$ cat src/rtl/pqkr_pkg.sv
// pqkr_pkg: types, constants and helpers for the ordered process queue
// used by pqkr_ctrl, pqkr_dp and process_queue_keyed_removal; no dependencies
package pqkr_pkg;

  localparam int QUEUE_DEPTH = 16;
  localparam int ID_WIDTH    = 16;
  localparam int IDX_W       = (QUEUE_DEPTH > 1) ? $clog2(QUEUE_DEPTH) : 1;
  localparam int CNT_W       = $clog2(QUEUE_DEPTH + 1);
  localparam int REQ_W       = 3;
  localparam int STS_W       = 2;
  localparam int FIELD_ID_W  = 16;

  typedef enum logic [REQ_W-1:0] {
    REQ_PUSH_FRONT    = 3'd0,
    REQ_PUSH_BACK     = 3'd1,
    REQ_POP_FRONT     = 3'd2,
    REQ_REMOVE_PID    = 3'd3,
    REQ_REMOVE_PARENT = 3'd4,
    REQ_FIND          = 3'd5
  } req_e;

  typedef enum logic [STS_W-1:0] {
    ST_OK   = 2'd0,
    ST_NONE = 2'd1,
    ST_FULL = 2'd2
  } sts_e;

  typedef enum logic [1:0] {
    S_IDLE,
    S_SCAN,
    S_DONE
  } state_e;

  typedef struct packed {
    logic [REQ_W-1:0]      req_type;
    logic [FIELD_ID_W-1:0] pid;
    logic [FIELD_ID_W-1:0] parent_id;
  } in_item_t;

  typedef struct packed {
    logic [STS_W-1:0]      status;
    logic [FIELD_ID_W-1:0] out_pid;
    logic [FIELD_ID_W-1:0] out_parent;
    logic                  last;
  } out_item_t;

  // controller to datapath
  typedef struct packed {
    logic load;
    logic scan;
    logic finish;
  } ctrl_cmd_t;

  // datapath to controller
  typedef struct packed {
    logic scan_req;
    logic scan_done;
    logic out_free;
  } dp_sts_t;

  // physical slot of a logical position counted from the head of the ring
  function automatic logic [IDX_W-1:0] slot_addr(logic [IDX_W-1:0] head,
                                                 logic [CNT_W-1:0] ofs);
    logic [CNT_W:0] sum;
    sum = (CNT_W+1)'(head) + (CNT_W+1)'(ofs);
    if (sum >= (CNT_W+1)'(QUEUE_DEPTH)) begin
      sum = sum - (CNT_W+1)'(QUEUE_DEPTH);
    end
    return IDX_W'(sum);
  endfunction

endpackage

$ cat src/rtl/pqkr_ctrl.sv
// pqkr_ctrl: request sequencer for the ordered process queue
// depends on pqkr_pkg; drives pqkr_dp through ctrl_cmd_t / dp_sts_t
module pqkr_ctrl import pqkr_pkg::*; (
  input  logic      clk_i,
  input  logic      rst_ni,
  input  logic      in_valid_i,
  output logic      in_ready_o,
  output ctrl_cmd_t cmd_o,
  input  dp_sts_t   sts_i
);

  state_e state_q, state_d;

  always_ff @(posedge clk_i or negedge rst_ni) begin
    if (!rst_ni) begin
      state_q <= S_IDLE;
    end else begin
      state_q <= state_d;
    end
  end

  always_comb begin
    state_d    = state_q;
    in_ready_o = 1'b0;
    cmd_o      = '0;
    unique case (state_q)
      S_IDLE: begin
        in_ready_o = 1'b1;
        if (in_valid_i) begin
          cmd_o.load = 1'b1;
          state_d    = sts_i.scan_req ? S_SCAN : S_DONE;
        end
      end
      S_SCAN: begin
        cmd_o.scan = 1'b1;
        if (sts_i.scan_done) begin
          state_d = S_DONE;
        end
      end
      S_DONE: begin
        // final result waits for a free output register
        if (sts_i.out_free) begin
          cmd_o.finish = 1'b1;
          state_d      = S_IDLE;
        end
      end
      default: begin
        state_d = S_IDLE;
      end
    endcase
  end

endmodule

$ cat src/rtl/pqkr_dp.sv
// pqkr_dp: slot memory, ring pointers, scan/compaction pipe and result register
// depends on pqkr_pkg; commanded by pqkr_ctrl
module pqkr_dp import pqkr_pkg::*; (
  input  logic      clk_i,
  input  logic      rst_ni,
  input  ctrl_cmd_t cmd_i,
  output dp_sts_t   sts_o,
  input  in_item_t  in_item_i,
  output logic      out_valid_o,
  input  logic      out_ready_i,
  output out_item_t out_item_o
);

  logic [ID_WIDTH-1:0] mem_pid [QUEUE_DEPTH];
  logic [ID_WIDTH-1:0] mem_par [QUEUE_DEPTH];

  logic [IDX_W-1:0]    head_q, head_d;
  logic [CNT_W-1:0]    occ_q, occ_d;
  logic [CNT_W-1:0]    rd_idx_q, rd_idx_d;
  logic [CNT_W-1:0]    ev_idx_q, ev_idx_d;
  logic [CNT_W-1:0]    w_q, w_d;
  logic                ev_valid_q, ev_valid_d;
  logic [REQ_W-1:0]    op_q, op_d;
  logic [ID_WIDTH-1:0] key_q, key_d;
  logic [STS_W-1:0]    pend_sts_q, pend_sts_d;
  logic [ID_WIDTH-1:0] pend_pid_q, pend_pid_d;
  logic [ID_WIDTH-1:0] pend_par_q, pend_par_d;
  logic                pend_hit_q, pend_hit_d;
  logic                out_valid_q, out_valid_d;
  out_item_t           out_q, out_d;
  logic [ID_WIDTH-1:0] rd_pid_q, rd_par_q;

  logic                we, rd_en;
  logic [IDX_W-1:0]    waddr, raddr;
  logic [ID_WIDTH-1:0] wpid, wpar;
  logic [ID_WIDTH-1:0] in_pid, in_par;
  logic                is_full, compact, match, stall, out_free, emit;
  logic                scan_req, scan_done;
  out_item_t           emit_item;

  assign in_pid   = ID_WIDTH'(in_item_i.pid);
  assign in_par   = ID_WIDTH'(in_item_i.parent_id);
  assign is_full  = (occ_q == CNT_W'(QUEUE_DEPTH));
  assign out_free = !out_valid_q || out_ready_i;

  always_comb begin
    case (op_q) inside
      REQ_POP_FRONT, REQ_REMOVE_PID, REQ_REMOVE_PARENT: compact = 1'b1;
      default:                                          compact = 1'b0;
    endcase
  end

  always_comb begin
    case (in_item_i.req_type) inside
      REQ_POP_FRONT, REQ_REMOVE_PID, REQ_REMOVE_PARENT, REQ_FIND: scan_req = 1'b1;
      default:                                                   scan_req = 1'b0;
    endcase
  end

  // match on the entry held in the registered memory read data
  always_comb begin
    unique case (op_q)
      REQ_POP_FRONT:               match = (ev_idx_q == '0);
      REQ_REMOVE_PID, REQ_FIND:    match = (rd_pid_q == key_q) && !pend_hit_q;
      REQ_REMOVE_PARENT:           match = (rd_par_q == key_q);
      default:                     match = 1'b0;
    endcase
  end

  // a second hit must push the held one out first
  assign stall = ev_valid_q && match && pend_hit_q && !out_free;

  assign scan_done = !ev_valid_q && (rd_idx_q == occ_q);
  assign sts_o     = '{scan_req: scan_req, scan_done: scan_done, out_free: out_free};

  always_comb begin
    head_d     = head_q;
    occ_d      = occ_q;
    rd_idx_d   = rd_idx_q;
    ev_idx_d   = ev_idx_q;
    w_d        = w_q;
    ev_valid_d = ev_valid_q;
    op_d       = op_q;
    key_d      = key_q;
    pend_sts_d = pend_sts_q;
    pend_pid_d = pend_pid_q;
    pend_par_d = pend_par_q;
    pend_hit_d = pend_hit_q;
    we         = 1'b0;
    waddr      = slot_addr(head_q, w_q);
    wpid       = rd_pid_q;
    wpar       = rd_par_q;
    rd_en      = 1'b0;
    raddr      = slot_addr(head_q, rd_idx_q);
    emit       = 1'b0;
    emit_item.status     = pend_sts_q;
    emit_item.out_pid    = FIELD_ID_W'(pend_pid_q);
    emit_item.out_parent = FIELD_ID_W'(pend_par_q);
    emit_item.last       = 1'b1;

    if (cmd_i.load) begin
      op_d       = in_item_i.req_type;
      key_d      = (in_item_i.req_type == REQ_REMOVE_PARENT) ? in_par : in_pid;
      rd_idx_d   = '0;
      w_d        = '0;
      ev_valid_d = 1'b0;
      pend_hit_d = 1'b0;
      pend_sts_d = ST_NONE;
      pend_pid_d = '0;
      pend_par_d = '0;
      if (in_item_i.req_type == REQ_PUSH_FRONT || in_item_i.req_type == REQ_PUSH_BACK) begin
        if (is_full) begin
          pend_sts_d = ST_FULL;
        end else begin
          pend_sts_d = ST_OK;
          pend_pid_d = in_pid;
          pend_par_d = in_par;
          we         = 1'b1;
          wpid       = in_pid;
          wpar       = in_par;
          occ_d      = occ_q + CNT_W'(1);
          if (in_item_i.req_type == REQ_PUSH_FRONT) begin
            head_d = (head_q == '0) ? IDX_W'(QUEUE_DEPTH - 1) : head_q - IDX_W'(1);
            waddr  = head_d;
          end else begin
            waddr = slot_addr(head_q, occ_q);
          end
        end
      end
    end else if (cmd_i.scan) begin
      if (!stall) begin
        rd_en      = (rd_idx_q < occ_q);
        ev_valid_d = rd_en;
        ev_idx_d   = rd_idx_q;
        if (rd_en) begin
          rd_idx_d = rd_idx_q + CNT_W'(1);
        end
        if (ev_valid_q) begin
          if (match) begin
            if (pend_hit_q) begin
              emit           = 1'b1;
              emit_item.last = 1'b0;
            end
            pend_hit_d = 1'b1;
            pend_sts_d = ST_OK;
            pend_pid_d = rd_pid_q;
            pend_par_d = rd_par_q;
          end else if (compact) begin
            // survivors slide towards the head
            we  = 1'b1;
            w_d = w_q + CNT_W'(1);
          end
        end
      end
    end else if (cmd_i.finish) begin
      emit = 1'b1;
      if (compact) begin
        occ_d = w_q;
      end
    end

    out_d       = out_q;
    out_valid_d = out_valid_q;
    if (emit) begin
      out_valid_d = 1'b1;
      out_d       = emit_item;
    end else if (out_ready_i) begin
      out_valid_d = 1'b0;
    end
  end

  always_ff @(posedge clk_i or negedge rst_ni) begin
    if (!rst_ni) begin
      head_q      <= '0;
      occ_q       <= '0;
      rd_idx_q    <= '0;
      w_q         <= '0;
      ev_valid_q  <= 1'b0;
      op_q        <= '0;
      pend_hit_q  <= 1'b0;
      out_valid_q <= 1'b0;
    end else begin
      head_q      <= head_d;
      occ_q       <= occ_d;
      rd_idx_q    <= rd_idx_d;
      w_q         <= w_d;
      ev_valid_q  <= ev_valid_d;
      op_q        <= op_d;
      pend_hit_q  <= pend_hit_d;
      out_valid_q <= out_valid_d;
    end
  end

  always_ff @(posedge clk_i) begin
    ev_idx_q   <= ev_idx_d;
    key_q      <= key_d;
    pend_sts_q <= pend_sts_d;
    pend_pid_q <= pend_pid_d;
    pend_par_q <= pend_par_d;
    out_q      <= out_d;
  end

  // slot memory: one write and one registered read per cycle
  always_ff @(posedge clk_i) begin
    if (we) begin
      mem_pid[waddr] <= wpid;
      mem_par[waddr] <= wpar;
    end
    if (rd_en) begin
      rd_pid_q <= mem_pid[raddr];
      rd_par_q <= mem_par[raddr];
    end
  end

  assign out_valid_o = out_valid_q;
  assign out_item_o  = out_q;

  a_occ_bound: assert property (@(posedge clk_i) disable iff (!rst_ni)
    occ_q <= CNT_W'(QUEUE_DEPTH))
    else $error("occupancy beyond queue depth");

  a_write_behind_read: assert property (@(posedge clk_i) disable iff (!rst_ni)
    ev_valid_q |-> (w_q <= ev_idx_q) && (ev_idx_q < occ_q))
    else $error("compaction write overtook the scan");

  a_finish_last: assert property (@(posedge clk_i) disable iff (!rst_ni)
    cmd_i.finish |=> out_valid_q && out_q.last)
    else $error("final result not loaded with last set");

endmodule

$ cat src/rtl/process_queue_keyed_removal.sv
// Ordered process queue with keyed removal.
// Requests enter on in_valid_i/in_ready_o as in_item_t (req_type, pid, parent_id);
// results leave on out_valid_o/out_ready_i as out_item_t (status, ids, last).
// One request is worked at a time. Entries live in a ring of QUEUE_DEPTH slots
// held in a single-write, single-read memory.
// Push and unknown requests go from accept straight to the done state, where
// the result register is loaded once it is free. Pop, remove and find walk
// every valid slot through the memory read port, one slot a cycle unless a
// second hit waits for the output register; the final result is loaded as
// the controller returns to idle, where the next request can be taken.
// Remove by parent gives one result per removed entry in queue order, last on
// the final one; each result is held back until the next hit or the end of
// the walk so last can be set.
// The result sits in an output register: a stalled receiver does not block
// acceptance of the next request, but a request that produces a further
// result waits in place until the register is free.
// Reset (rst_ni low, asynchronous) empties the queue and clears all handshake
// state; slot contents are not cleared and are never read before written.
module process_queue_keyed_removal import pqkr_pkg::*; (
  input  logic      clk_i,
  input  logic      rst_ni,
  input  logic      in_valid_i,
  output logic      in_ready_o,
  input  in_item_t  in_item_i,
  output logic      out_valid_o,
  input  logic      out_ready_i,
  output out_item_t out_item_o
);

  ctrl_cmd_t cmd;
  dp_sts_t   sts;

  pqkr_ctrl u_ctrl (
    .clk_i      (clk_i),
    .rst_ni     (rst_ni),
    .in_valid_i (in_valid_i),
    .in_ready_o (in_ready_o),
    .cmd_o      (cmd),
    .sts_i      (sts)
  );

  pqkr_dp u_dp (
    .clk_i       (clk_i),
    .rst_ni      (rst_ni),
    .cmd_i       (cmd),
    .sts_o       (sts),
    .in_item_i   (in_item_i),
    .out_valid_o (out_valid_o),
    .out_ready_i (out_ready_i),
    .out_item_o  (out_item_o)
  );

endmodule
$ cat config.mk
export PLATFORM = sky130hd
export DESIGN_NAME = process_queue_keyed_removal
export DESIGN_NICKNAME = d
export VERILOG_FILES = /design/src/rtl/pqkr_pkg.sv /design/src/rtl/pqkr_ctrl.sv /design/src/rtl/pqkr_dp.sv /design/src/rtl/process_queue_keyed_removal.sv
export SDC_FILE = /design/constraint.sdc
export NUM_CORES = 1
export LEC_CHECK = 0
export ABC_AREA = 1
export BUFFER_PORTS_ARGS = -buffer_cell sky130_fd_sc_hd__buf_2
export CORE_MARGIN = 2
export CORE_UTILIZATION = 53
export DETAILED_ROUTE_END_ITERATION = 16
export PLACE_DENSITY = 0.69
export REMOVE_ABC_BUFFERS = 1
export SLEW_MARGIN = 20
export SYNTH_ARGS = -nofsm -noshare
export SYNTH_HDL_FRONTEND = slang
export SYNTH_SLANG_ARGS = --single-unit
$ cat constraint.sdc
create_clock -name clk_i -period 6.1 [get_ports clk_i]
set_input_delay 1.525 -clock clk_i [delete_from_list [all_inputs] [get_ports clk_i]]
set_output_delay 1.525 -clock clk_i [all_outputs]
set_load 0.02 [all_outputs]
Word-level counts from Yosys, hierarchy flattened
Memory sizes are Yosys's and may differ from the RTL's. A register that Yosys moved wholly into a read port is not among the register bits. Index checks and enable logic that the tools add are counted.

Memories kept: 2. Bits of input ports: 39. Flip-flop bits (word level): 117. Bits in writable memories: 512.

Memory list: u_dp.mem_par (depth 16, bits a word 16, rd ports 1, clocked after Yosys merged registers in 1, wr ports 1, line pqkr_dp.sv:15) `logic [ID_WIDTH-1:0] mem_par [QUEUE_DEPTH];`; u_dp.mem_pid (depth 16, bits a word 16, rd ports 1, clocked after Yosys merged registers in 1, wr ports 1, line pqkr_dp.sv:14) `logic [ID_WIDTH-1:0] mem_pid [QUEUE_DEPTH];`.

Reductions and logical operators: 34. Magnitude comparators: 4. Mux-type cells: 97. Bitwise gates (word level): 6. Eq/ne operators: 23. Add/sub/neg operators: 10.

Operator list (number): 2-to-1 mux 16 bit (21); 2-to-1 mux 5 bit (16); 2-to-1 mux 1 bit (39); equality test 16 bit (2); 2-to-1 mux 4 bit (8); 2-to-1 mux 2 bit (11); adder 4 x 5 -> 6 bit (3); greater-or-equal comparator 6 x 5 -> 1 bit, second input constant (3); subtractor 4 x 1 -> 4 bit, second input constant (4); adder 5 x 1 -> 5 bit, second input constant (3); nonzero test 2 bit (7); equality test 3 x 2 -> 1 bit, second input constant (4); equality test 3 bit, second input constant (4); AND reduction 5 bit (2); AND reduction 3 bit (3); inequality test 2 x 1 -> 1 bit, second input constant (4); inequality test 2 bit, second input constant (4); AND reduction 4 bit (2); NOT 1 bit (6); case mux 2 bit (3 select lines) (1); equality test 5 bit (1); equality test 5 bit, second input constant (1); logical AND 1 bit (5); zero test 5 bit (1); 15 further kinds (19).

Longest topological paths before layout
Depth after elaboration: 11. Gate-level depth with buffers: 13. Mapped depth without buffers: 13.

Hierarchy
Synthesis repeated with hierarchy kept, for this count alone.

Cells, all modules: 2166. Area total of the unflattened synthesis: 27769.1 um2.

Modules (own cells, without submodules): pqkr_dp (times used 1, seq. area each 19663.9 um2, cells each 2144, area an instance 27634.0 um2); pqkr_ctrl (times used 1, seq. area each 50.0 um2, cells each 22, area an instance 135.1 um2).

Worst setup path before layout
Ideal clock, no wire load.

Path kind: input to register. Start: input port in_item_i[34] (netlist bit). End: memory u_dp.mem_par[12][0] (enable). Stages: 9. Setup time: 421 ps. Arrival: 3758 ps. Data required time: 5679 ps. Path slack: 1921 ps. Path buffers: 0. Path through: nor2_1 -> inv_1 -> nor2_4 -> nand2_4 -> inv_4 -> nand2_1 -> o22ai_2 -> nand3_2 -> nor2_1.

Word-level cells in the longest chain between the ends: 6. Elaborated cells on any way between the ends: 11. Classes of those cells: eq/ne (1); mux (8); reduce/logical (2).

Ends and longest elaborated chain: start: declaration (line process_queue_keyed_removal.sv:24) `input in_item_t in_item_i,`; equality test 3 x 1 -> 1 bit or zero test 3 bit (tied branches) (line pqkr_dp.sv:111, pqkr_dp.sv:122); logical OR 1 bit (line pqkr_dp.sv:111) `if (in_item_i.req_type == REQ_PUSH_FRONT || in_item_i.req_type == REQ_PUSH_BACK) begin`; 2-to-1 mux 1 bit (line pqkr_dp.sv:111); 2-to-1 mux 1 bit (line pqkr_dp.sv:101) `if (cmd_i.load) begin`; 2-to-1 mux 1 bit (line pqkr_dp.sv:205) `if (we) begin`; 2-to-1 mux 1 bit (implied by the code) (line pqkr_dp.sv:207) `mem_par[waddr] <= wpar;`; end: declaration (line pqkr_dp.sv:15).

Parallel ways exist; a longest one is shown, timed or not.

Worst setup path after layout
Start: input port in_item_i[34] (netlist bit). End: memory u_dp.mem_par[12][15] (enable).

Same word-level chain as after synthesis.

==> out/qor.log <==
qor: die.floorplan.die.width 232 um
qor: yosys.synth-async-reset-ratio 4.08%
qor: routing.drtAntennaViolNets 0
qor: routing.drt_first_iter_violations 1647
qor: timing.report.final.setup_viol 0
qor: clock_network.ctsRootBufferMaster sky130_fd_sc_hd__clkbuf_16
qor: placed_design.placement.io_buffers 75
qor: hold_path.timing.hold.worst.class flop to flop
qor: clock_network.tritoncts_num_sinks 661
qor: critical_path.cpPeakStageDelay 0.60 ns
qor: die.floorplan.io_pins 76
qor: final_layout.seqCellArea 0.0197 mm^2
qor: final_layout.drive_above_1_share 12.1%
qor: final_layout.layout.filler_cells 3967
qor: critical_path.crit_path_top_delay_cell sky130_fd_sc_hd__inv_4
qor: die.chipHeight 232 um
qor: clock_network.path_clk_slew 0.06 ns
qor: timing.worst_pin_slew 1.10 ns
qor: timing.finalClockSkew 0.0289 ns
qor: global_route.first_global_vias 16400
qor: timing.rsz_0062_raised_after_global_routing false
qor: yosys.synthFlopType sky130_fd_sc_hd__edfxtp_1
qor: global_route.antenna_found_initial 0
qor: critical_path.critPathMaxFanout 69
qor: placed_design.hpwl 37300 um
qor: timing.max_slew_margin 26.0%
qor: routing.detail_route.wirelength 65000 um
qor: final_layout.finish.net_count 2237
qor: pwr.power.share.clock 23.0%
qor: yosys.syn-mean-instance-area 13.2 um^2
qor: timing.period_share 68.9%
qor: clock_network.numCtsBuffers 69
qor: pwr.fin_total_pwr 17.9 mW
qor: die.die_footprint 0.0540 mm^2
qor: pwr.power_density 580 mW/mm^2
qor: critical_path.cp_data_required_time 6.34 ns
qor: pwr.intPower 10.9 mW
qor: yosys.ys_warns 0
qor: yosys.synth_area 0.0277 mm^2
qor: clock_network.post_cts_hold_buffer_count 0
qor: flow_run.drv_cap 0
qor: yosys.postSynthRegisterBits 661
qor: critical_path.worstPathCellList buf_2, nor2_1, inv_1, nor2_4, nand2_4, inv_4, nand2_1, o22ai_2, nand3_2, nor2_4, buf_4
qor: timing.period_needed 4.20 ns
qor: final_layout.n_antenna_cell 0
qor: critical_path.path_class input port to flop
qor: clock_network.postCtsSetupRepairBufs 0
qor: yosys.synth_sequential_area_ratio 71.3%
qor: global_route.grt_usage 24.4%
qor: yosys.yosysUniqueCellTypes 48
qor: routing.route.detailed.drc 0
qor: final_layout.multi_input_area 0.00667 mm^2
qor: critical_path.crit_arrival 4.45 ns
qor: pwr.switching_share 39.3%
qor: placed_design.place_worst_setup_slack 1.35 ns
qor: routing.routed_wire_length_per_instance 22.4 um
qor: timing.layout_setup_ws 1.90 ns
qor: clock_network.cts_max_level 3
qor: routing.viasPerCell 5.78
qor: pwr.power.share.sequential 36.9%
qor: clock_network.postCtsResizedCells 0
qor: timing.timing_hold_violations_final 0
qor: die.start_util 53.8%
qor: global_route.leftover_overflow_at_the_end_of_global_routing 0
qor: routing.detail_route.first_pass.iterations 7
qor: pwr.p_leak 11.3 nW
qor: placed_design.detailed_place.area 0.0287 mm^2
qor: timing.fmaxAchievable 0.238 GHz
qor: final_layout.final_design_area_no_fill 0.0309 mm^2
qor: pwr.power_switching 7.05 mW
qor: die.placementRows 83
qor: critical_path.cp_common_cell sky130_fd_sc_hd__nor2_4
qor: yosys.synth-edff-count 634
qor: yosys.synth_cells 2102
qor: clock_network.tritoncts built
qor: status.status finished clean
qor: die.fp.coreArea 0.0514 mm^2
qor: pwr.ir_drop 0.000535 V
qor: final_layout.area_added_between_synthesis_and_finish 11.9%
qor: routing.routed-via-count 16800
qor: clock_network.clockBufferDepth 3
qor: clock_network.clkLatencyLatePin 0.61 ns
qor: timing.report.final.slew_viol_count 0
qor: critical_path.setup.worst_path.start_class input port
qor: global_route.grt_max_degree 109
qor: pwr.comb_power_share 40.1%
qor: placed_design.routabilityCongestion 0.839
qor: final_layout.finalCoreUtilization 60.2%
qor: global_route.grt_first_pass_wirelength 98400 um
qor: critical_path.critical_path.endpoint_type flop
-- worst max-delay path, delay by kind of cell --
family | cells | cell delay [ns]
and+or+nand+nor | 6 | 1.26
buffers and inverters | 4 | 1.35
AOI/OAI and AO/OA | 1 | 0.26
-- synthesized netlist by cell type (all sizes together) (2+ instances only) --
cell | instances | share of area, %
edfxtp | 634 | 69
o21ai | 278 | 5.0
nand2 | 261 | 3.6
inv | 219 | 3.0
a21oi | 164 | 3.0
mux2i | 128 | 4.6
o211ai | 67 | 1.8
nor2 | 64 | 0.96
clkbuf | 57 | 0.77
buf | 50 | 1.6
nand3 | 50 | 1.0
a31oi | 33 | 0.75
dfrtp | 27 | 2.4
ha | 20 | 0.90
xor2 | 12 | 0.45
xnor2 | 11 | 0.42
nor3 | 6 | 0.11
fa | 3 | 0.22
nand4 | 3 | 0.068
a22oi | 2 | 0.054
nand3b | 2 | 0.054
or2 | 2 | 0.045
-- logic make-up (layout without fill, tap and decap cells) --
family / Yosys count / count (layout) / synth area share, %
muxes: 129 / 129 / 4.67
adders and majority gates: 23 / 23 / 1.12
xor gates and xnor gates: 23 / 23 / 0.864
AOI/OAI and AO/OA: 549 / 549 / 10.8
buffers and inverters: 327 / 450 / 5.34
and+or+nand+nor: 390 / 390 / 5.91
DFF: 661 / 661 / 71.3
-- routing by layer --
metal / track usage (%) / up-vias / wire [um]
met5: 0 / - / 0
met4: 8.53 / 0 / 1650
met3: 4.39 / 111 / 5010
met2: 39.1 / 641 / 30800
met1: 33.9 / 8278 / 27500
li1: - / 7749 / -
-- worst paths after layout --
check / startpoint / end / slack (ns) / cells past startpoint
min in group asynchronous: rst_ni / u_dp.out_valid_o$_DFFE_PN0P_ / 0.95 / 1
worst min register to register: u_dp.pend_pid_q[15]$_DFFE_PP_ / u_dp.out_item_o[32]$_DFFE_PP_ / 0.42 / 0
worst max-delay path: in_item_i[34] / u_dp.mem_par[12][15]$_DFFE_PP_ / 1.90 / 11
worst max register to register: u_dp.head_q[1]$_DFFE_PN0P_ / u_dp.rd_par_q[6]$_DFFE_PP_ / 2.14 / 9
max in group asynchronous: rst_ni / u_dp.head_q[0]$_DFFE_PN0P_ / 4.71 / 1
worst min-delay path: u_dp.pend_pid_q[15]$_DFFE_PP_ / u_dp.out_item_o[32]$_DFFE_PP_ / 0.42 / 0
-- layout by cell type (no fill, tap or decap), types with 33 or more instances in the layout --
cell and instances:
sky130_fd_sc_hd__clkbuf_16 73, sky130_fd_sc_hd__a21oi_1 164, sky130_fd_sc_hd__nor2_1 44, sky130_fd_sc_hd__nand3_1 44
sky130_fd_sc_hd__edfxtp_1 634, sky130_fd_sc_hd__mux2i_1 128, sky130_fd_sc_hd__nand2_1 256, sky130_fd_sc_hd__buf_2 75
sky130_fd_sc_hd__o211ai_1 67, sky130_fd_sc_hd__a31oi_1 33, sky130_fd_sc_hd__o21ai_0 241, sky130_fd_sc_hd__inv_1 211
-- per-stage QoR --
| step | instances | hold WS, ns | TNS (ns) |
|---|---|---|---|
| after CTS | 2905 | 0.418 | 0 |
| after floorplan | 1995 | 0.400 | -91.93 |
| after global placement | 2784 | 0.401 | 0 |
| after global routing | 2905 | 0.425 | 0 |
| final | 2905 | 0.417 | 0 |
| after detailed placement | 2784 | 0.405 | 0 |
-- power groups by stage --
| stage | clock (mW) | sequential (mW) | combinational, mW |
|---|---|---|---|
| 5_1_grt | 4.35 | 6.67 | 7.94 |
| 6_report | 4.12 | 6.62 | 7.19 |
| 4_1_cts | 4.19 | 6.62 | 7.17 |
| 3_5_place_dp | 0 | 6.71 | 7.13 |
| 3_3_place_gp | 0 | 6.70 | 6.99 |
| 2_1_floorplan | 0 | 6.69 | 4.34 |
-- flip-flops by register name (all words and copies together) (netlist names), 16 cells and up --
register	flops
u_dp.rd_par_q	16
u_dp.mem_par	256
u_dp.key_q	16
u_dp.mem_pid	256
u_dp.rd_pid_q	16
u_dp.pend_pid_q	16
u_dp.out_item_o	35
u_dp.pend_par_q	16
-- cell type report --
| cell class | count | share of cell area, % |
|---|---|---|
| well taps | 680 | 2.75 |
| flip-flops and latches | 661 | 63.7 |
| clock buffers | 83 | 6.03 |
| inverters | 220 | 2.68 |
| multi-input cells | 1114 | 21.5 |
| clock inverters | 38 | 1.10 |
| repair buffers | 109 | 2.16 |
Power figures use the tool's default switching activity.
